<file path="src/rtl/pfr_pkg.sv">
// pfr_pkg: shared constants, register codes and stage payload types of the frame rotator
package pfr_pkg;

   localparam int DATA_W    = 32;
   localparam int FRAC_W    = 16;
   localparam int COEF_W    = 18;
   localparam int PERIOD_W  = 31;
   localparam int CSR_IDX_W = 3;
   localparam int PROD_W    = DATA_W + COEF_W;
   localparam int CYL_W     = DATA_W + 1;
   localparam int SUM_W     = DATA_W + 3;

   localparam logic signed [COEF_W-1:0]   COS_RESET    = COEF_W'(1 << FRAC_W);
   localparam logic signed [COEF_W-1:0]   SIN_RESET    = '0;
   localparam logic signed [DATA_W-1:0]   OFFSET_RESET = '0;
   localparam logic        [PERIOD_W-1:0] PERIOD_RESET = '1;

   typedef enum logic [CSR_IDX_W-1:0] {
      CSR_MODE   = 3'd0,
      CSR_COS    = 3'd1,
      CSR_SIN    = 3'd2,
      CSR_OFFSET = 3'd3,
      CSR_PERIOD = 3'd4
   } csr_index_type;

   typedef enum logic {
      MODE_PLANAR      = 1'b0,
      MODE_CYLINDRICAL = 1'b1
   } mode_type;

   typedef struct packed {
      mode_type                    mode;
      logic signed [COEF_W-1:0]    cos_angle;
      logic signed [COEF_W-1:0]    sin_angle;
      logic signed [DATA_W-1:0]    shift_offset;
      logic        [PERIOD_W-1:0]  period_length;
   } cfg_type;

   // raw products, c = cosine, s = sine
   typedef struct packed {
      mode_type                    mode;
      logic signed [PROD_W-1:0]    pcx;
      logic signed [PROD_W-1:0]    psy;
      logic signed [PROD_W-1:0]    psx;
      logic signed [PROD_W-1:0]    pcy;
      logic signed [PROD_W-1:0]    vcx;
      logic signed [PROD_W-1:0]    vsy;
      logic signed [PROD_W-1:0]    vsx;
      logic signed [PROD_W-1:0]    vcy;
      logic signed [CYL_W-1:0]     shift_x;
      logic signed [DATA_W-1:0]    pos_y;
   } prod_type;

   typedef struct packed {
      mode_type                    mode;
      logic signed [SUM_W-1:0]     pcx;
      logic signed [SUM_W-1:0]     psy;
      logic signed [SUM_W-1:0]     psx;
      logic signed [SUM_W-1:0]     pcy;
      logic signed [SUM_W-1:0]     vcx;
      logic signed [SUM_W-1:0]     vsy;
      logic signed [SUM_W-1:0]     vsx;
      logic signed [SUM_W-1:0]     vcy;
      logic signed [SUM_W-1:0]     wrap_x;
      logic                        wrap_error;
      logic signed [DATA_W-1:0]    pos_y;
   } rnd_type;

   typedef struct packed {
      logic signed [SUM_W-1:0]     pos_x;
      logic signed [SUM_W-1:0]     pos_y;
      logic signed [SUM_W-1:0]     vel_x;
      logic signed [SUM_W-1:0]     vel_y;
      logic                        wrap_error;
   } sum_type;

   typedef struct packed {
      logic signed [DATA_W-1:0]    new_pos_x;
      logic signed [DATA_W-1:0]    new_pos_y;
      logic signed [DATA_W-1:0]    new_vel_x;
      logic signed [DATA_W-1:0]    new_vel_y;
      logic                        wrap_error;
   } res_type;

endpackage

</file>
<file path="src/rtl/pfr_sum.sv">
// pfr_sum: third stage, rotation sums and mode selection for position
module pfr_sum (
   input  logic               clock,
   input  logic               reset,
   input  logic               in_valid,
   output logic               in_ready,
   input  pfr_pkg::rnd_type   in_data,
   output logic               out_valid,
   input  logic               out_ready,
   output pfr_pkg::sum_type   out_data
);

   logic              valid_ff, valid_in;
   pfr_pkg::sum_type  data_ff, data_in;
   logic              cyl;

   assign in_ready  = !valid_ff || out_ready;
   assign valid_in  = in_ready ? in_valid : valid_ff;
   assign out_valid = valid_ff;
   assign out_data  = data_ff;

   always_comb begin
      cyl = (in_data.mode == pfr_pkg::MODE_CYLINDRICAL);
      data_in.pos_x      = cyl ? in_data.wrap_x : (in_data.pcx - in_data.psy);
      data_in.pos_y      = cyl ? pfr_pkg::SUM_W'(in_data.pos_y) : (in_data.psx + in_data.pcy);
      data_in.vel_x      = in_data.vcx - in_data.vsy;
      data_in.vel_y      = in_data.vsx + in_data.vcy;
      data_in.wrap_error = in_data.wrap_error;
   end

   always_ff @(posedge clock) begin
      if (reset) begin
         valid_ff <= 1'b0;
      end else begin
         valid_ff <= valid_in;
      end
   end

   always_ff @(posedge clock) begin
      if (in_ready && in_valid) begin
         data_ff <= data_in;
      end
   end

endmodule

</file>
<file path="config.mk">
export PLATFORM = sky130hd
export DESIGN_NAME = pfr_sum
export DESIGN_NICKNAME = d
export VERILOG_FILES = /design/src/rtl/pfr_pkg.sv /design/src/rtl/pfr_sum.sv
export SDC_FILE = /design/constraint.sdc
export NUM_CORES = 1
export LEC_CHECK = 0
export ABC_AREA = 1
export BUFFER_PORTS_ARGS = -buffer_cell sky130_fd_sc_hd__clkbuf_2
export CAP_MARGIN = 20
export CORE_AREA = 3 3 192 194
export CTS_CLUSTER_DIAMETER = 120
export DETAILED_ROUTE_END_ITERATION = 6
export DIE_AREA = 0 0 195 197
export GPL_TIMING_DRIVEN = 0
export HOLD_SLACK_MARGIN = 0.02
export PLACE_DENSITY = 0.67
export SLEW_MARGIN = 20
export SYNTH_ARGS = -nofsm -noshare
export SYNTH_HDL_FRONTEND = slang
export SYNTH_SLANG_ARGS = --single-unit
export TNS_END_PERCENT = 100
</file>
<file path="constraint.sdc">
create_clock -name clock -period 23.7 [get_ports clock]
set_input_delay 4.74 -clock clock [delete_from_list [all_inputs] [get_ports clock]]
set_output_delay 4.74 -clock clock [all_outputs]
set_load 0.1 [all_outputs]
</file>
## After elaboration in Yosys (flattened, before gate mapping)

Index checks and enable logic that the tools add are counted.

| cells by class | value |
|---|---|
| $add $sub $neg | 4 |
| muxes and demuxes | 2 |
| reduce and logical (&&, ||, !) cells | 3 |

Operators with widths:

| cell | number |
|---|---|
| adder 35 bit | 2 |
| 2-to-1 mux 35 bit | 2 |
| subtractor 35 bit | 2 |
| logical AND 1 bit | 1 |
| zero test 1 bit | 1 |
| logical OR 1 bit | 1 |

| word-level totals | value |
|---|---|
| bits in registers | 142 |
| input port bits | 353 |
| output and inout bits | 143 |
| word-level logic and storage cells | 15 |

## Depth between registers and ports, before layout

Gate-level depths: netlist of the first run.

| depth | value |
|---|---|
| depth in word-level cells | 3 |
| gate-level depth with buffers | 16 |
| depth with buffers taken out | 16 |

## Least setup slack after synthesis of the first run

OpenSTA, ideal clock, no wires.

| timing path | value |
|---|---|
| kind | input to register |
| from | input port in_valid |
| to | register data_ff, in the netlist out_data[0] (enable) |
| library setup time | 0.686 ns |
| arrival | 11.566 ns |
| data required time | 23.014 ns |
| setup slack | 11.448 ns |
| stages on the path | 2 |
| buffers on the path | 0 |
| path through | inv_1 > a21oi_1 |

| on the way | value |
|---|---|
| cells in the longest elaborated chain, start to end | 1 |

RTL lines:

| what | line | text |
|---|---|---|
| start: declaration | pfr_sum.sv:5 | `input logic in_valid,` |
| logical AND 1 bit | pfr_sum.sv:40 | `if (in_ready && in_valid) begin` |
| end signal: assignment | pfr_sum.sv:41 | `data_ff <= data_in;` |
| end: declaration | pfr_sum.sv:14 | `pfr_pkg::sum_type data_ff, data_in;` |

No other way between the ends.
A chain may end at the register's enable or synchronous reset.

## Worst setup path after layout of the first run

| timing path | value |
|---|---|
| from | input port out_ready |
| to | output port in_ready |

| on the way | value |
|---|---|
| cells in the longest elaborated chain, start to end | 1 |

RTL lines:

| what | line | text |
|---|---|---|
| start: declaration | pfr_sum.sv:9 | `input logic out_ready,` |
| logical OR 1 bit | pfr_sum.sv:17 | `assign in_ready = !valid_ff \|\| out_ready;` |
| end: declaration | pfr_sum.sv:6 | `output logic in_ready,` |

No other way between the ends.

==> reports/qor.log, run 1 <==
[run_status] outcome finished clean
[cells_and_area] layout cells sized above 1 23.0%
[setup_path] Register-to-Register Setup Slack 21.67 ns
[timing] final period demand of the worst path 10.16 ns
[yosys] Syn Nets 2685
[routing] DRC violations left 0
[cells_and_area] footprint of the flip-flops and latches 4250 sq um
[routing] Avg Vias per Cell 5.14
[yosys] Distinct cells, synth 48
[global_route] pin count of the biggest net entering global routing 26
[routing] detailed-route wire length per cell 17.7 um
[clock_tree] number of sinks driven by the clock tree 142
[setup_path] worst setup path start out_ready
[setup_path] crit path capture type output port
[setup_path] Reg-to-Reg Start out_valid
[setup_path] terminus of the critical flop-to-flop path out_data[73]
[floorplanning] Die Width 195 um
[power] Max IR drop VDD 0.0510 mV
[yosys] synth warn 0
[timing] relative slew slack 46.2%
[floorplanning] total core area 35400 sq um
[place] total half-perimeter wirelength after legalization and detailed placement 48700 um
[yosys] fraction of synthesized cell area taken by the top area cell type 28.9%
[timing] final setup violation count 0
[setup_path] worst r2r path cells 5
[cells_and_area] most common cell after layout, fill and taps aside sky130_fd_sc_hd__nand2_1
[yosys] Seq cells post-synth 142
[flow_run] Max-cap violations 0
[routing] violation count after the first detailed-routing iteration 1156
[timing] transition at the pin with the smallest max-transition slack 0.807 ns
[cells_and_area] net total in the final layout 3205
[yosys] dominant register cell in the synthesized netlist sky130_fd_sc_hd__edfxtp_1
[global_route] number of antenna violations at the first check in global routing 2
[clock_tree] deepest level of the CTS H-tree 4
[global_route] GRT Residual Overflow 0
[clock_tree] CTS buffer count 17
[power] Leakage Power 9.93 nW
[timing] fin. max-slew vios 0
[floorplanning] starting density of the core 41.4%
[global_route] number of global-route vias before repair 16.0k
[routing] Routed WL 56300 um
[clock_tree] quantity of gates resized following cts 0
[yosys] Avg Inst Size Synth 6.69 sq um
[hold_path] worst hold path depth 2
[routing] post-route antenna net violation count 0
[cells_and_area] area of the multi-input gates 9040 sq um
[routing] routed vias 16.4k
[timing] achievable frequency 98.4 MHz
[clock_tree] clock root buffer sky130_fd_sc_hd__clkbuf_16
[floorplanning] height of the die 197 um
[yosys] Synth Cell Area 14700 sq um
[timing] worst hold margin 0.534 ns
[clock_tree] insertion delay of the later-clocked pin in the worst-skew pair 0.45 ns
[global_route] global-route wire length before repair 86000 um
[yosys] EDFF count, synth 141
[timing] share of the clock period used by the worst path 42.9%
[clock_tree] hold buffers post-CTS 0
[setup_path] worst endpoint data arrival time 5.42 ns
[setup_path] Worst setup SP type primary input
[place] global placer's final weighted congestion 0.969
[yosys] top post-synthesis cells by area sky130_fd_sc_hd__edfxtp_1, sky130_fd_sc_hd__nand2_1, sky130_fd_sc_hd__ha_1, sky130_fd_sc_hd__inv_1, sky130_fd_sc_hd__nor2_1
[floorplanning] cell row count 69
[floorplanning] die footprint 38400 sq um
[global_route] overall routing resource usage 28.6%
[clock_tree] register clock-pin slew on the reported worst setup and hold paths 0.07 ns
[floorplanning] num ports 496
[yosys] share of async-settable or async-resettable flops after synthesis 0%
[hold_path] class of the tightest hold or removal check register to register
[yosys] cells after synthesis 2192
[clock_tree] buffer count from post-CTS setup fixing 0
[cells_and_area] number of filler instances in the final layout 3634
[yosys] cell type with the largest total area after synthesis sky130_fd_sc_hd__edfxtp_1
[setup_path] critical path class primary input to output port
[yosys] sequential share of the synthesized area 29.0%
[setup_path] Critical Path End in_ready
[timing] RSZ-0062 raised after global routing no
[setup_path] Max Fanout on Critical Path 2
[timing] Setup Total Neg Slack 0 ns
[setup_path] Required @ worst endpoint 18.96 ns
[timing] number of failing hold endpoints at the final stage 0
[power] total power 1.17 mW
[cells_and_area] Syn-to-layout area delta 26.4%
[place] Port Buffer Count 494
[routing] number of detailed-route iterations in the first pass 6
[cells_and_area] commonest cells after routing, fill and taps aside sky130_fd_sc_hd__nand2_1, sky130_fd_sc_hd__clkbuf_2, sky130_fd_sc_hd__inv_1, sky130_fd_sc_hd__nor2_1, sky130_fd_sc_hd__nand3_1
[clock_tree] TritonCTS clock tree built
[timing] Max Clock Skew 0.0110 ns
[power] areal power density over the cells 63.2 nW/um^2
[clock_tree] number of buffers on the longest clock path 2
-- metrics by stage --
| step | area (sq um) | util [%] | worst slack (ns) | instances |
|---|---|---|---|---|
| 6_report | 18500 | 52.3 | 13.54 | 3188 |
| 2_1_floorplan | 14700 | - | 11.45 | 2192 |
| 3_3_place_gp | 17700 | 50.0 | 8.04 | 3147 |
| 5_1_grt | 18500 | 52.3 | 13.51 | 3188 |
| 3_5_place_dp | 17900 | 50.6 | 13.53 | 3154 |
| 4_1_cts | 18500 | 52.3 | 13.53 | 3186 |
-- cells in the mapped netlist, types with 2 or more instances --
cell / instances
sky130_fd_sc_hd__o21bai_1: 19
sky130_fd_sc_hd__nand4_1: 15
sky130_fd_sc_hd__xor2_1: 40
sky130_fd_sc_hd__a31oi_1: 7
sky130_fd_sc_hd__nor2_2: 14
sky130_fd_sc_hd__a21oi_2: 7
sky130_fd_sc_hd__nor3_1: 34
sky130_fd_sc_hd__nor3_2: 2
sky130_fd_sc_hd__clkbuf_1: 9
sky130_fd_sc_hd__nor2_1: 213
sky130_fd_sc_hd__nand3b_1: 8
sky130_fd_sc_hd__fa_1: 4
sky130_fd_sc_hd__o21a_1: 3
sky130_fd_sc_hd__inv_1: 341
sky130_fd_sc_hd__edfxtp_1: 141
sky130_fd_sc_hd__nand3_2: 10
sky130_fd_sc_hd__clkinv_1: 2
sky130_fd_sc_hd__o21ai_1: 8
sky130_fd_sc_hd__nand2_1: 693
sky130_fd_sc_hd__buf_2: 5
sky130_fd_sc_hd__nand2_2: 24
sky130_fd_sc_hd__xnor2_1: 20
sky130_fd_sc_hd__a21o_1: 7
sky130_fd_sc_hd__or2_1: 8
sky130_fd_sc_hd__o211ai_2: 2
sky130_fd_sc_hd__o21ai_0: 88
sky130_fd_sc_hd__ha_1: 136
sky130_fd_sc_hd__or2_2: 8
sky130_fd_sc_hd__nand3_1: 147
sky130_fd_sc_hd__a21oi_1: 138
sky130_fd_sc_hd__a21boi_1: 5
sky130_fd_sc_hd__a21boi_0: 4
sky130_fd_sc_hd__o21ai_2: 10
sky130_fd_sc_hd__inv_2: 5
sky130_fd_sc_hd__nor2_4: 2
-- metal layers --
metal  global-route usage, %  routed length [um]  vias to the layer above
li1                        -                   -                     8162
met5                       0                   0                        -
met3                    4.38                4020                       84
met4                    10.2                1780                        0
met1                    38.1               24500                     7514
met2                    47.4               26000                      639
-- critical path, stage by stage --
cell and delay [ns]:
sky130_fd_sc_hd__clkbuf_2 0.08, sky130_fd_sc_hd__inv_1 0.06, sky130_fd_sc_hd__nand2_1 0.08, sky130_fd_sc_hd__clkbuf_2 0.46
-- cells by family (layout without fill, tap and decap cells) --
group	Yosys count	after routing	share of synthesized area, %
xor+xnor	60	60	3.58
other cells	0	2	0
flops	142	142	29.0
fa+ha+maj	140	140	12.2
simple gates	1184	1184	34.0
compound gates	303	303	11.8
buf+inv	363	896	9.36
-- worst min-delay path by stage --
stage / startpoint / slack (ns) / endpoint
after floorplan: out_valid / 1.65 / out_valid
after global placement: out_valid / 0.48 / out_valid
after detailed placement: out_valid / 0.53 / out_valid
after CTS: out_valid / 0.54 / out_valid
after global routing: out_valid / 0.59 / out_valid
final: out_valid / 0.53 / out_valid
-- state kept, by name, summed over array words and instances (netlist names) --
register and flops:
out_data 141, out_valid 1
-- layout make-up --
type,count,share of cell area [%]
Timing Repair Buffer,501,14.3
Tap cell,461,3.11
Clock inverter,15,1.05
Sequential cell,142,23.0
Clock buffer,17,2.30
Buffer,15,0.358
Multi-Input combinational cell,1687,48.8
Inverter,348,7.05
Antenna cell,2,0.0270
-- power breakdown --
group | switching, mW | internal (mW) | total (mW)
logic | 0.415 | 0.134 | 0.550
clock network | 0.121 | 0.176 | 0.297
registers | 0.00881 | 0.315 | 0.324
(Power assumes the default switching activity.)
==> inputs of run 2 (changes only) <==
PLACE_DENSITY = 0.69   (was 0.67)
clock period = 8.91 ns   (was 23.7 ns; I/O delays follow)
==> run 2 against run 1 <==
  * The flow now finishes with violations (DRC)
  * Utilization increased by 0.074 points
  * Highest routed layer unchanged
  * Total power increased to 2.7 times the previous value
  * Largest cell class unchanged
  * Critical path depth unchanged
==> reports/qor.log, run 2 (synthesized netlist as in run 1, its figures left out) <==
[run_status] outcome finished with violations
[run_status] failing checks DRC
[clock_tree] clock root buffer sky130_fd_sc_hd__clkbuf_16
[clock_tree] number of buffers on the longest clock path 2 [unchanged]
[setup_path] Max Fanout on Critical Path 2 [unchanged]
[routing] routed vias 16.4k [+0.24%]
[clock_tree] number of sinks driven by the clock tree 142 [unchanged]
[hold_path] class of the tightest hold or removal check register to register
[flow_run] Max-cap violations 0 [unchanged]
[floorplanning] num ports 496 [unchanged]
[power] Leakage Power 9.94 nW [+0.12%]
[timing] Setup Total Neg Slack 0 ns [unchanged]
[clock_tree] TritonCTS clock tree built
[global_route] pin count of the biggest net entering global routing 24 [-7.7%]
[timing] fin. max-slew vios 0 [unchanged]
[cells_and_area] Syn-to-layout area delta 26.5%
[global_route] number of antenna violations at the first check in global routing 2 [unchanged]
[timing] RSZ-0062 raised after global routing no
[timing] relative slew slack 45.3% [-0.87 points]
[timing] Max Clock Skew 0.00653 ns [-0.00449 ns]
[cells_and_area] Final Instance Area 18600 sq um [+0.14%]
[clock_tree] register clock-pin slew on the reported worst setup and hold paths 0.07 ns [about the same]
[setup_path] Required @ worst endpoint 7.13 ns [-11.83 ns]
[routing] number of detailed-route iterations in the first pass 7 [+1]
[cells_and_area] layout cells sized above 1 23.0% [+0.028 points]
[cells_and_area] net total in the final layout 3206 [+0.031%]
[routing] post-route antenna net violation count 0 [unchanged]
[clock_tree] quantity of gates resized following cts 0 [unchanged]
[place] global placer's final weighted congestion 0.977 [+0.86%]
[setup_path] crit path capture type output port
[timing] final setup violation count 0 [unchanged]
[cells_and_area] commonest cells after routing, fill and taps aside sky130_fd_sc_hd__nand2_1, sky130_fd_sc_hd__clkbuf_2, sky130_fd_sc_hd__inv_1, sky130_fd_sc_hd__nor2_1, sky130_fd_sc_hd__nand3_1
[setup_path] critical path class primary input to output port
[place] area after detailed placement 17900 sq um [about the same]
[floorplanning] cell row count 69 [unchanged]
[floorplanning] Die Width 195 um [unchanged]
[setup_path] worst endpoint data arrival time 2.49 ns [-2.93 ns]
[clock_tree] buffer count from post-CTS setup fixing 0 [unchanged]
[timing] share of the clock period used by the worst path 48.0%
[setup_path] cell with the largest stage delay on the worst path sky130_fd_sc_hd__clkbuf_2
[power] areal power density over the cells 169 nW/um^2 [+170%]
[timing] number of failing hold endpoints at the final stage 0 [unchanged]
[timing] achievable frequency 234 MHz
[clock_tree] CTS buffer count 17 [unchanged]
[clock_tree] insertion delay of the later-clocked pin in the worst-skew pair 0.46 ns [about the same]
[cells_and_area] Core Util, Final 52.4% [+0.074 points]
[setup_path] Register-to-Register Setup Slack 6.70 ns [-14.97 ns]
[setup_path] Most common cell on crit path sky130_fd_sc_hd__clkbuf_2
[clock_tree] deepest level of the CTS H-tree 4 [unchanged]
[power] Max IR drop VDD 0.145 mV [+180%]
[floorplanning] die footprint 38400 sq um [unchanged]
[cells_and_area] number of filler instances in the final layout 3605 [-0.80%]
[floorplanning] height of the die 197 um [unchanged]
[cells_and_area] most common cell after layout, fill and taps aside sky130_fd_sc_hd__nand2_1
[routing] Routed WL 56900 um [+1.0%]
[global_route] overall routing resource usage 28.5% [about the same]
[global_route] number of global-route vias before repair 15.8k [-0.75%]
[floorplanning] total core area 35400 sq um [unchanged]
[global_route] GRT Residual Overflow 0 [unchanged]
[place] total half-perimeter wirelength after legalization and detailed placement 49300 um [+1.2%]
[setup_path] CP peak stage delay 0.46 ns [about the same]
[timing] transition at the pin with the smallest max-transition slack 0.820 ns [+0.0131 ns]
[routing] violation count after the first detailed-routing iteration 1098 [-5.0%]
[timing] final period demand of the worst path 4.28 ns
[cells_and_area] Largest register FFs 141 [unchanged]
[routing] detailed-route wire length per cell 17.9 um [+1.0%]
[routing] DRC violations left 4 [+4]
[clock_tree] hold buffers post-CTS 0 [unchanged]
[routing] Avg Vias per Cell 5.15 [+0.21%]
[setup_path] Worst setup SP type primary input
[global_route] global-route wire length before repair 85800 um [-0.27%]
[place] Port Buffer Count 494 [unchanged]
[floorplanning] starting density of the core 41.4% [unchanged]
[setup_path] crit-path cells clkbuf_2 > inv_1 > nand2_1 > clkbuf_2
==> run 2: changes by cell type in the layout (fill, tap and decap cells not counted) <==
cell                       previous run  this run
sky130_fd_sc_hd__clkinv_2             3         2
sky130_fd_sc_hd__buf_8                1         2
sky130_fd_sc_hd__clkinv_1             4         2
sky130_fd_sc_hd__clkinv_4             3         1
sky130_fd_sc_hd__clkbuf_8             0         1
sky130_fd_sc_hd__inv_6                2         3
sky130_fd_sc_hd__inv_8                0         1
sky130_fd_sc_hd__clkbuf_1             9        11
==> run 2: power by group <==
group / switching [mW] / internal [mW] / leakage [nW] / total (mW)
registers: 0.0233 / 0.838 / 1.38 / 0.861
clock network: 0.327 / 0.480 / 0.307 / 0.807
logic: 1.11 / 0.359 / 8.25 / 1.47
total: 1.46 / 1.68 / 9.94 / 3.14
==> run 2: metal layers <==
metal	routed length, um	track usage [%]	vias up
met1	25100	38.5	7543
met3	3530	4.21	96
met5	0	0	-
met4	2000	10.4	0
li1	-	-	8160
met2	26300	46.9	639
==> run 2: area by class of cell <==
cell class / count / area, sq um / share of cell area, %
inverter: 348 / 1310 / 7.04
clock buffer: 20 / 447 / 2.41
sequential: 142 / 4250 / 22.9
timing repair buffer: 502 / 2670 / 14.4
clock inverter: 12 / 184 / 0.991
antenna: 2 / 5.00 / 0.0270
buffer: 15 / 66.3 / 0.357
multi-input combinational: 1687 / 9040 / 48.8
tap: 461 / 577 / 3.11
==> run 2: through the flow <==
stage               cells  total power [mW]  hold slack [ns]  setup WS, ns
global placement     3147              2.32            0.493         0.461
detailed placement   3155              2.33            0.562          4.63
global route         3189              3.28            0.588          4.62
floorplan            2192              1.94             1.66          2.52
finish               3189              3.14            0.565          4.63
CTS                  3187              3.14            0.571          4.63
==> run 2: worst max-delay path: cells and delay by family <==
kind / cells / cell delay, ns
simple gates: 1 / 0.10
buf+inv: 3 / 0.61
==> run 2: worst paths after layout <==
kind         depth (start not counted)  startpoint             to
max                                  4   out_ready       in_ready
min                                  2   out_valid      out_valid
max reg2reg                          6   out_valid  out_data[129]
min reg2reg                          2   out_valid      out_valid
