[config.mk]
export PLATFORM = sky130hd
export DESIGN_NAME = pfr_sat
export DESIGN_NICKNAME = d
export VERILOG_FILES = /design/src/rtl/pfr_pkg.sv /design/src/rtl/pfr_sat.sv
export SDC_FILE = /design/constraint.sdc
export NUM_CORES = 1
export LEC_CHECK = 0
export BUFFER_PORTS_ARGS = -buffer_cell sky130_fd_sc_hd__buf_2
export CORE_MARGIN = 2
export CORE_UTILIZATION = 49
export CTS_CLUSTER_DIAMETER = 120
export DETAILED_ROUTE_END_ITERATION = 10
export PLACE_DENSITY = 0.82
export SYNTH_ARGS = -nofsm -noshare
export SYNTH_HDL_FRONTEND = slang
export SYNTH_SLANG_ARGS = --single-unit
[constraint.sdc]
create_clock -name clock -period 6.5 [get_ports clock]
set_clock_uncertainty 0.2 [all_clocks]
set_input_delay 1.3 -clock clock [delete_from_list [all_inputs] [get_ports clock]]
set_output_delay 1.3 -clock clock [all_outputs]
set_load 0.05 [all_outputs]
[src/rtl/pfr_pkg.sv]
// pfr_pkg: shared constants, register codes and stage payload types of the frame rotator
package pfr_pkg;

   localparam int DATA_W    = 32;
   localparam int FRAC_W    = 16;
   localparam int COEF_W    = 18;
   localparam int PERIOD_W  = 31;
   localparam int CSR_IDX_W = 3;
   localparam int PROD_W    = DATA_W + COEF_W;
   localparam int CYL_W     = DATA_W + 1;
   localparam int SUM_W     = DATA_W + 3;

   localparam logic signed [COEF_W-1:0]   COS_RESET    = COEF_W'(1 << FRAC_W);
   localparam logic signed [COEF_W-1:0]   SIN_RESET    = '0;
   localparam logic signed [DATA_W-1:0]   OFFSET_RESET = '0;
   localparam logic        [PERIOD_W-1:0] PERIOD_RESET = '1;

   typedef enum logic [CSR_IDX_W-1:0] {
      CSR_MODE   = 3'd0,
      CSR_COS    = 3'd1,
      CSR_SIN    = 3'd2,
      CSR_OFFSET = 3'd3,
      CSR_PERIOD = 3'd4
   } csr_index_type;

   typedef enum logic {
      MODE_PLANAR      = 1'b0,
      MODE_CYLINDRICAL = 1'b1
   } mode_type;

   typedef struct packed {
      mode_type                    mode;
      logic signed [COEF_W-1:0]    cos_angle;
      logic signed [COEF_W-1:0]    sin_angle;
      logic signed [DATA_W-1:0]    shift_offset;
      logic        [PERIOD_W-1:0]  period_length;
   } cfg_type;

   // raw products, c = cosine, s = sine
   typedef struct packed {
      mode_type                    mode;
      logic signed [PROD_W-1:0]    pcx;
      logic signed [PROD_W-1:0]    psy;
      logic signed [PROD_W-1:0]    psx;
      logic signed [PROD_W-1:0]    pcy;
      logic signed [PROD_W-1:0]    vcx;
      logic signed [PROD_W-1:0]    vsy;
      logic signed [PROD_W-1:0]    vsx;
      logic signed [PROD_W-1:0]    vcy;
      logic signed [CYL_W-1:0]     shift_x;
      logic signed [DATA_W-1:0]    pos_y;
   } prod_type;

   typedef struct packed {
      mode_type                    mode;
      logic signed [SUM_W-1:0]     pcx;
      logic signed [SUM_W-1:0]     psy;
      logic signed [SUM_W-1:0]     psx;
      logic signed [SUM_W-1:0]     pcy;
      logic signed [SUM_W-1:0]     vcx;
      logic signed [SUM_W-1:0]     vsy;
      logic signed [SUM_W-1:0]     vsx;
      logic signed [SUM_W-1:0]     vcy;
      logic signed [SUM_W-1:0]     wrap_x;
      logic                        wrap_error;
      logic signed [DATA_W-1:0]    pos_y;
   } rnd_type;

   typedef struct packed {
      logic signed [SUM_W-1:0]     pos_x;
      logic signed [SUM_W-1:0]     pos_y;
      logic signed [SUM_W-1:0]     vel_x;
      logic signed [SUM_W-1:0]     vel_y;
      logic                        wrap_error;
   } sum_type;

   typedef struct packed {
      logic signed [DATA_W-1:0]    new_pos_x;
      logic signed [DATA_W-1:0]    new_pos_y;
      logic signed [DATA_W-1:0]    new_vel_x;
      logic signed [DATA_W-1:0]    new_vel_y;
      logic                        wrap_error;
   } res_type;

endpackage

[src/rtl/pfr_sat.sv]
// pfr_sat: last stage, saturation to the data range and the result register
module pfr_sat (
   input  logic               clock,
   input  logic               reset,
   input  logic               in_valid,
   output logic               in_ready,
   input  pfr_pkg::sum_type   in_data,
   output logic               out_valid,
   input  logic               out_ready,
   output pfr_pkg::res_type   out_data
);

   localparam int DW = pfr_pkg::DATA_W;
   localparam int SW = pfr_pkg::SUM_W;
   localparam logic signed [DW-1:0] DATA_MAX = {1'b0, {(DW-1){1'b1}}};
   localparam logic signed [DW-1:0] DATA_MIN = {1'b1, {(DW-1){1'b0}}};

   function automatic logic signed [DW-1:0] sat_data(input logic signed [SW-1:0] v);
      logic fits;
      begin
         fits = (v[SW-1:DW-1] == '0) || (v[SW-1:DW-1] == '1);
         if (fits) begin
            return v[DW-1:0];
         end else if (v[SW-1]) begin
            return DATA_MIN;
         end else begin
            return DATA_MAX;
         end
      end
   endfunction

   logic              valid_ff, valid_in;
   pfr_pkg::res_type  data_ff, data_in;

   assign in_ready  = !valid_ff || out_ready;
   assign valid_in  = in_ready ? in_valid : valid_ff;
   assign out_valid = valid_ff;
   assign out_data  = data_ff;

   always_comb begin
      data_in.new_pos_x  = sat_data(in_data.pos_x);
      data_in.new_pos_y  = sat_data(in_data.pos_y);
      data_in.new_vel_x  = sat_data(in_data.vel_x);
      data_in.new_vel_y  = sat_data(in_data.vel_y);
      data_in.wrap_error = in_data.wrap_error;
   end

   always_ff @(posedge clock) begin
      if (reset) begin
         valid_ff <= 1'b0;
      end else begin
         valid_ff <= valid_in;
      end
   end

   always_ff @(posedge clock) begin
      if (in_ready && in_valid) begin
         data_ff <= data_in;
      end
   end

endmodule

# [Word-level counts from Yosys, hierarchy flattened]
# Cells that the tools add are included.
[classes] muxes=8 reduce_logical=11 eq_ne=4
[op_table] operator="2-to-1 mux 32 bit" count=8
[op_table] operator="equality test 4 bit (second input constant)" count=4
[op_table] operator="logical NOT 4 bit" count=4
[op_table] operator="logical OR 1 bit" count=5
[op_table] operator="logical AND 1 bit" count=1
[op_table] operator="logical NOT 1 bit" count=1
[word_totals] elab_cells=29 ff_bits=130 in_bits=145

# [Logic depth before layout (Yosys ltp)]
# Gate-level depths: netlist of the first run.
[depth] depth_word=3 mapped_depth=4

# [Worst setup path before layout of the first run]
# OpenSTA, ideal clock, no wires.
[synth_timing] path_type="input -> register" start="in out_ready" end="reg data_ff, in the netlist out_data[0], enable pin" slack_ns=0.996 cell_stages=2 path_buffers=0 required_ns=5.797 setup_ns=0.503 arrival_time_ns=4.802 path_cell_list="nand2b_1 and2_1"
[synth_via] elab_chain_len=2
[synth_rtl] element="from (decl)" line="pfr_sat.sv:9" source="input logic out_ready,"
[synth_rtl] element="logical OR 1 bit" line="pfr_sat.sv:35" source="assign in_ready = !valid_ff || out_ready;"
[synth_rtl] element="logical AND 1 bit" line="pfr_sat.sv:57" source="if (in_ready && in_valid) begin"
[synth_rtl] element="to (signal assigned)" line="pfr_sat.sv:58" source="data_ff <= data_in;"
[synth_rtl] element="to (decl)" line="pfr_sat.sv:33" source="pfr_pkg::res_type data_ff, data_in;"
# Every way passes these cells.
# A chain may end at the register's enable or synchronous reset.

# [Final worst setup path of the first run]
[layout_timing] start="in out_ready" end="out in_ready"
[layout_via] elab_chain_len=1
[layout_rtl] element="logical OR 1 bit" line="pfr_sat.sv:35"
[layout_rtl] element="to (decl)" line="pfr_sat.sv:6" source="output logic in_ready,"
# Every way passes these cells.

==> results of run 1 <==
[per-layer routing]
metal,GRT usage,part of all wire,up-vias
met1,0.284,0.39,2786
met2,0.359,0.49,293
met3,0.0678,0.093,27
met4,0.0831,0.021,0
met5,0,0,-
li1,-,-,2814
[stage by stage]
stage | std cells | instance area, um^2 | power, mW
2_1_floorplan | 590 | 6980 | 1.44
3_3_place_gp | 970 | 8030 | 1.55
3_5_place_dp | 970 | 8030 | 1.56
4_1_cts | 1002 | 8530 | 2.37
5_1_grt | 1003 | 8540 | 2.45
6_report | 1003 | 8540 | 2.37
[cells by family (layout without fill, tap and decap cells)]
kind of cell           Yosys count  count (layout)
flip-flops                     130             130
buffers and inverters           81             313
AO/OA/AOI/OAI                  129             129
AND/OR/NAND/NOR                250             250
other                            0               1
[cells in the mapped netlist]
library cell,n
a21boi_0,105
dfxtp_1,1
buf_2,28
nor4_2,9
inv_1,1
nand2b_1,1
nor4_1,115
and2_1,1
buf_4,12
nor3_1,115
nor3_2,9
edfxtp_1,129
a21boi_1,19
clkbuf_1,12
a21oi_1,1
a21boi_2,4
buf_6,28
[registers in the layout (all words and copies together), names as in the netlist]
signal / cells
out_data: 129
out_valid: 1
[layout make-up]
class                           instances  area [um^2]  share of cell area
Antenna cell                            1         2.50            0.000293
Clock buffer                           19          433              0.0507
Clock inverter                         13         71.3             0.00835
Inverter                                1         3.75            0.000440
Multi-Input combinational cell        379         2490               0.292
Sequential cell                       130         3890               0.456
Tap cell                              180          225              0.0264
Timing Repair Buffer                  280         1410               0.166
[report_power, final]
part           switching [mW]  internal [mW]
Sequential             0.0160           1.01
Clock                   0.345          0.477
Combinational           0.393          0.129
[worst paths after layout]
kind | from | to | slack [ns]
worst min-delay path | out_valid$_SDFFE_PP0P_ | out_valid$_SDFFE_PP0P_ | 0.36
worst max-delay path | out_ready | in_ready | 3.19
worst min register to register | out_valid$_SDFFE_PP0P_ | out_valid$_SDFFE_PP0P_ | 0.36
worst max register to register | out_valid$_SDFFE_PP0P_ | out_data[28]$_DFFE_PP_ | 3.88
[worst min-delay path: cells and delay by family (launching register included)]
| kind | cells | cell delay [ns] |
|---|---|---|
| and+or+nand+nor | 1 | 0.12 |
| DFF | 1 | 0.32 |
| AOI/OAI and AO/OA | 1 | 0.08 |
==> flow_metrics.tcl, run 1 <==
set metrics [dict create \
    outcome "completed" \
    worst_slew_pin_slew_ns 1.01 \
    place_hpwl_um 11300 \
    cts_sinks 130 \
    achievable-frequency_mhz 303 \
    synth_xor_area_frac 0 \
    largest_family_of_logic_cells_by_synthesized_area "simple AND/OR/NAND/NOR gates" \
    preCtsSetupSlack_ns 2.77 \
    fp.coreArea_mm2 0.0139 \
    worstSkewPairLatency_ns 0.41 \
    postRouteWirelength_um 17700 \
    fp.dieW_um 123 \
    detail_route.iter0.violations 480 \
    synth.yosys.seq_area_share 0.558 \
    floorplan.rows 43 \
    synth-warning-count 0 \
    worst_ep_arrival_time_ns 1.81 \
    globalplace.congestion 0.746 \
    grt_antenna_before_repair 1 \
    timing.critical_path.to_type "output port" \
    overflow 0 \
    synth_largest_type_area_fraction 0.555 \
    r2r_cells 3 \
    final_core_utilization 0.615 \
    first_global_vias 5234 \
    area_growth_synth_to_finish_pct 22.3 \
    worst-endpoint-required_ns 5.00 \
    crit_buf_inv 2 \
    cts-root-buf "clkbuf_16" \
    final_critical_path_setup_slack_ns 3.19 \
    netlist-cell-type-count 17 \
    syn_nets 735 \
    cts_htree_levels 4 \
    ys_top_cells_by_area "edfxtp_1 (56%), a21boi_0 (11%), nor4_1 (10%), nor3_1 (8.2%), buf_6 (4.5%)" \
    power_density_mw_per_mm2 277 \
    dieArea_mm2 0.0152 \
    vdd_ir_drop_max_mv 0.157 \
    timing.setup.critical_path_class "in2out" \
    yosys_register_bits 130 \
    startpoint_type "primary input" \
    finish.net_count 954 \
    cts_inserted_buffers 17 \
    cts.path.max_buffers 2 \
    ioPinCount 276 \
    timing.critical_path.depth 3 \
    synthesis.area_mm2 0.00698 \
    cts_tree "done" \
    floorplan.die.height_um 123 \
    crit_family "buffers and inverters" \
    floorplan.initialDensity 0.503 \
    setup_total_negative_slack_ns 0 \
    most-common-layout-cells "buf_2 (275), edfxtp_1 (129), nor4_1 (115), nor3_1 (115), a21boi_0 (105)" \
    period_minus_slack_ns 3.31 \
    cts-resized-gates 0 \
    whs_path_depth 2 \
    route.detailed.drc 0 \
    yosys.area.top_type "edfxtp_1" \
    rsz0062_at_grt "no" \
    final_common_cell "buf_2" \
    cap_viol_max_count 0 \
    track_usage 0.223 \
    timing_hold_violations_final 0 \
    critPathMostFrequentCell "buf_2" \
    via_per_inst 5.90 \
    hold_class "reg2reg" \
    cts_setup_buffers 0 \
    fill_cells 1148 \
    critical-path-max-stage-delay_ns 0.28 \
    layout-drive-gt1-share 0.400 \
    p_leak_nw 3.21 \
    global_route_wire_length_before_repair_um 26500 \
    detail-route-antenna-nets 0 \
    port-buffer-count 275 \
    final.hold.worst_slack_ns 0.356 \
    routed-via-count 5920 \
    synth-compound-area-share 0.141 \
    yosys.area_share.adder 0 \
    synthCells 590 \
    clk_transition_reported_paths_ns 0.05 \
    critPathMaxFanout 3 \
    drt_pass1_iterations 4 \
    cp_cell_sequence "buf_2 -> nand2b_1 -> buf_2" \
    grt_max_degree 78 \
    synthesis.area_per_instance_um2 11.8 \
    muxShareOfSynthArea 0 \
    slowest_stage "buf_2" \
    period_share 0.509 \
    wire_per_inst_um 17.6 \
    maxSlewViolCount 0 \
    post_synth_and_or_nand_nor_area_fraction 0.216 \
    max-slew-margin-rel 0.325 \
    cts-hold-fix-buffers 0 \
    setup-violations-final 0 \
]
(Power assumes the default switching activity.)
==> run 2, diff against run 1 <==
- CORE_UTILIZATION: 49 -> 45
- PLACE_DENSITY: 0.82 -> 0.79
- clock period: 6.5 -> 3 ns (I/O delays scaled with it)
==> run 2 against run 1 <==
Routed wire length increased by 0.20%. Critical path type is now in2reg. Worst setup slack got worse by 2.2 ns. Largest power group unchanged. Largest cell class unchanged. Worst hold slack lost 0.21 ns.
==> flow_metrics.tcl, run 2 (synthesis results as in run 1) <==
set metrics [dict create \
    setup-violations-final 0 \
    clk_transition_reported_paths_ns 0.06 \
    global_route_wire_length_before_repair_um 27900 \
    r2r-start "out_valid$_SDFFE_PP0P_" \
    detail_route.iter0.violations 438 \
    port-buffer-count 275 \
    max-slew-margin-rel 0.264 \
    cts-root-buf "clkbuf_16" \
    hold_path.startpoint "reset" \
    cts_htree_levels 4 \
    maxSlewViolCount 0 \
    route.detailed.drc 0 \
    first_global_vias 5528 \
    track_usage 0.212 \
    startpoint_type "primary input" \
    cts_tree "done" \
    worstSkewPairLatency_ns 0.40 \
    timing.setup.critical_path_class "in2reg" \
    timing_hold_violations_final 0 \
    grt_max_degree 63 \
    fp.dieW_um 129 \
    cts-hold-fix-buffers 0 \
    cts_sinks 130 \
    endpoint_worst_hold "out_valid$_SDFFE_PP0P_" \
    whs_path_depth 2 \
    setup_total_negative_slack_ns 0 \
    inserted_diodes 0 \
    overflow 0 \
    vdd_ir_drop_max_mv 0.394 \
    power_density_mw_per_mm2 619 \
    final_common_cell "buf_2" \
    layout-drive-gt1-share 0.410 \
    critPathMaxFanout 23 \
    routed-via-count 5886 \
    p_leak_nw 3.30 \
    period_share 0.671 \
    worst_ep_arrival_time_ns 1.96 \
    outcome "completed" \
    cts_setup_buffers 0 \
    globalplace.congestion 0.754 \
    cap_viol_max_count 0 \
    total_power_mw 5.40 \
    drt_pass1_iterations 4 \
    rsz0062_at_grt "no" \
    floorplan.die.height_um 129 \
    area_growth_synth_to_finish_pct 24.9 \
    wire_per_inst_um 17.4 \
    period_minus_slack_ns 2.01 \
    cts-resized-gates 0 \
    worst-endpoint-required_ns 2.95 \
    detail-route-antenna-nets 0 \
    dieArea_mm2 0.0165 \
    grt_antenna_before_repair 0 \
    r2r_cells 3 \
    place_hpwl_um 11800 \
    via_per_inst 5.78 \
    finish.net_count 963 \
    fp.coreArea_mm2 0.0152 \
    hold_class "in2reg" \
    rrSetupSlack_ns 1.21 \
    achievable-frequency_mhz 497 \
    floorplan.rows 45 \
    floorplan.initialDensity 0.459 \
    r2r-end "out_data[116]$_DFFE_PP_" \
    ioPinCount 276 \
    cts.path.max_buffers 2 \
    most-common-layout-cells "buf_2 (275), edfxtp_1 (129), nor4_1 (115), nor3_1 (115), a21boi_0 (105)" \
    cts_inserted_buffers 17 \
    postRouteWirelength_um 17700 \
    largest_reg_flops 129 \
    worst_slew_pin_slew_ns 1.10 \
    timing.critical_path.to_type "flip-flop" \
]
==> run 2: cell types whose count changed in the layout (fill, tap and decap cells not counted), sizes merged <==
cell	delta
bufinv	+2
clkbuf	+4
clkinv	-5
clkinvlp	-1
buf	+9
diode	-1
==> run 2: worst max-delay path by stage <==
stage / from / to / slack [ns] / cells after the start
final: in_data[138] / out_data[124]$_DFFE_PP_ / 0.99 / 4
after global routing: in_data[138] / out_data[114]$_DFFE_PP_ / 0.87 / 4
after CTS: in_data[138] / out_data[124]$_DFFE_PP_ / 1.04 / 4
after detailed placement: in_data[138] / out_data[124]$_DFFE_PP_ / 0.59 / 4
after global placement: in_data[138] / out_data[116]$_DFFE_PP_ / 0.57 / 4
after floorplan: out_ready / out_data[0]$_DFFE_PP_ / 0.28 / 2
==> run 2: metrics by stage <==
step                      cells  instance area, um^2  hold slack (ns)  setup slack [ns]  utilization
after global routing       1019                 8720            0.132             0.873        0.573
after CTS                  1019                 8720            0.123              1.04        0.573
after floorplan             590                 6980            0.469             0.276            -
after detailed placement    987                 8130            0.311             0.594        0.535
after global placement      987                 8130            0.298             0.572        0.535
final                      1019                 8720            0.144             0.988        0.573
==> run 2: critical path, cell delays in order <==
cell      delay, ns
buf_2          0.11
a21boi_2       0.85
buf_4          0.32
nor3_1         0.07
==> run 2: cell type report <==
type                    count  area, um^2
fillers                  1301        6480
clock buffers              23         478
well taps                 188         235
clock inverters             9         108
repair buffers            289        1510
multi-input cells         379        2490
inverters                   1        3.75
flip-flops and latches    130        3890
==> run 2: power breakdown <==
part / total [mW] / internal, mW / switching [mW]
logic: 1.15 / 0.294 / 0.854
registers: 2.21 / 2.18 / 0.0349
clock network: 2.04 / 1.29 / 0.754
==> run 2: layer usage <==
metal / track usage / vias to the layer above / share of wire
met5: 0 / - / 0
met4: 0.0876 / 0 / 0.027
met3: 0.0744 / 36 / 0.10
met2: 0.332 / 290 / 0.46
met1: 0.271 / 2738 / 0.40
li1: - / 2822 / -
==> run 3, diff against run 2 <==
- ABC_AREA: unset -> 1
- CORE_UTILIZATION: 45 -> 42
- PLACE_DENSITY: 0.79 -> 0.78
- clock period: 3 -> 1.85 ns (I/O delays scaled with it)
==> run 3 against run 2 <==
Count of clock-buffer cells in the layout stayed put. Sequential share of layout area is 6.2 points higher. Final area is 12% lower. Sequential power is 62% higher. Final cell count is 8.1% lower. Worst hold slack worse by 0.12 ns. Die area is 14% lower. Clock power is 45% higher. Flip-flop and latch count stayed put. Synthesized cell count is 20% lower. Total power is 52% higher. Area after synthesis is 20% lower.
==> flow_metrics.tcl, run 3 <==
set metrics [dict create \
    outcome "completed" \
    placed_area_mm2 0.00713 \
    timing.setup.critical_path_class "in2reg" \
    netlist-cell-type-count 13 \
    yosys.area.top_type "edfxtp_1" \
    startpoint_type "primary input" \
    cap_viol_max_count 0 \
    final_common_cell "buf_2" \
    most-common-layout-cells "buf_2 (275), nand2_1 (143), edfxtp_1 (129), nand3_1 (119), clkbuf_16 (17)" \
    routed-via-count 4576 \
    cts_setup_buffers 0 \
    cts-root-buf "clkbuf_16" \
    detail_route.iter0.violations 320 \
    area_growth_synth_to_finish_pct 37.3 \
    grt_max_degree 51 \
    finish.net_count 892 \
    timing.critical_path.to_type "flip-flop" \
    cts.path.max_buffers 2 \
    drt_pass1_iterations 5 \
    setup-violations-final 0 \
    multiInputGateArea_mm2 0.00134 \
    fp.dieW_um 119 \
    cell_types_with_the_highest_counts_after_synthesis "nand2_1 (143), edfxtp_1 (129), nand3_1 (119)" \
    clk_transition_reported_paths_ns 0.05 \
    floorplan.die.height_um 119 \
    cts_tree "done" \
    place_hpwl_um 10300 \
    period_minus_slack_ns 1.71 \
    worst_slew_pin_slew_ns 1.22 \
    yosys_register_bits 130 \
    via_per_inst 4.89 \
    post-route-cell-area_mm2 0.00766 \
    floorplan.rows 42 \
    preCtsSetupSlack_ns -0.227 \
    layout-drive-gt1-share 0.441 \
    worstSkewPairLatency_ns 0.40 \
    globalplace.congestion 0.811 \
    grt_antenna_before_repair 0 \
    total_power_mw 8.18 \
    worst-endpoint-required_ns 1.92 \
    async_reset_ff_frac 0 \
    overflow 0 \
    max-slew-margin-rel 0.184 \
    synthMostInstantiatedCell "nand2_1" \
    ys_top_cells_by_area "edfxtp_1 (69%), nand3_1 (11%), nand2_1 (9.6%), buf_6 (2.4%), buf_4 (1.7%)" \
    syn_nets 618 \
    route.detailed.drc 0 \
    global_route_wire_length_before_repair_um 21800 \
    synth-edff-count 129 \
    cts_htree_levels 4 \
    fp.coreArea_mm2 0.0131 \
    wire_per_inst_um 15.2 \
    vdd_ir_drop_max_mv 0.652 \
    largest_reg_flops 129 \
    synthesis.area_per_instance_um2 11.8 \
    ioPinCount 276 \
    floorplan.initialDensity 0.427 \
    ys.flop_type "edfxtp_1" \
    port-buffer-count 275 \
    first_global_vias 4487 \
    postRouteWirelength_um 14200 \
    final_core_utilization 0.586 \
    cts-hold-fix-buffers 2 \
    synth-warning-count 0 \
    synthCells 473 \
    layout.area.seq_mm2 0.00390 \
    rsz0062_at_grt "no" \
    cts_inserted_buffers 17 \
    worst_ep_arrival_time_ns 1.78 \
    period_share 0.926 \
    power_density_mw_per_mm2 1070 \
    p_leak_nw 3.53 \
    synthesis.area_mm2 0.00558 \
    timing_hold_violations_final 0 \
    hold_class "in2reg" \
    final_critical_path_setup_slack_ns 0.136 \
    detail-route-antenna-nets 0 \
    fill_cells 1095 \
    achievable-frequency_mhz 583 \
    maxSlewViolCount 0 \
    track_usage 0.197 \
    critPathMaxFanout 31 \
    cts-resized-gates 0 \
    synth.yosys.seq_area_share 0.698 \
    cts_sinks 130 \
    synth_largest_type_area_fraction 0.694 \
    inserted_diodes 0 \
    dieArea_mm2 0.0142 \
]
run 3: power by group:
group	switching, mW	internal [mW]
Clock	1.13	1.82
Sequential	0.0526	3.52
Combinational	1.25	0.414
run 3: stage by stage:
step	hold WS, ns	cells	setup TNS, ns
3_3_place_gp	0.308	902	-16.76
4_1_cts	0.00182	936	0
5_1_grt	0.0107	936	0
3_5_place_dp	0.314	902	-20.69
2_1_floorplan	0.229	473	-177.54
6_report	0.0247	936	0
run 3: worst paths after layout:
kind / start / endpoint / slack (ns) / cells after the start
worst max-delay path: in_data[140] / out_data[111]$_DFFE_PP_ / 0.14 / 4
worst min register to register: out_valid$_SDFFE_PP0P_ / out_valid$_SDFFE_PP0P_ / 0.32 / 2
worst min-delay path: in_data[140] / out_data[128]$_DFFE_PP_ / 0.02 / 1
worst max register to register: out_valid$_SDFFE_PP0P_ / out_data[103]$_DFFE_PP_ / 0.42 / 3
run 3: logic make-up after synthesis:
family                 synth area share
AOI/OAI and AO/OA                0.0143
buffers and inverters            0.0637
DFF                               0.698
and+or+nand+nor                   0.224
run 3: critical path: stages:
cell and delay, ns:
buf_2 0.13, o21ai_2 0.95, nand3_1 0.19, nand2_1 0.13
run 3: per-layer routing:
layer,vias to the layer above,global-route usage,share of wire,wire length [um]
met5,-,0,0,0
met4,0,0.0923,0.032,455
met3,35,0.0656,0.092,1300
li1,2203,-,-,-
met2,224,0.333,0.50,7060
met1,2114,0.226,0.38,5390
run 3: layout make-up:
| cell class | count | area share |
|---|---|---|
| Sequential cell | 130 | 0.509 |
| Inverter | 14 | 0.00686 |
| Clock inverter | 9 | 0.00898 |
| Tap cell | 176 | 0.0287 |
| Timing Repair Buffer | 295 | 0.213 |
| Multi-Input combinational cell | 289 | 0.175 |
| Clock buffer | 23 | 0.0585 |
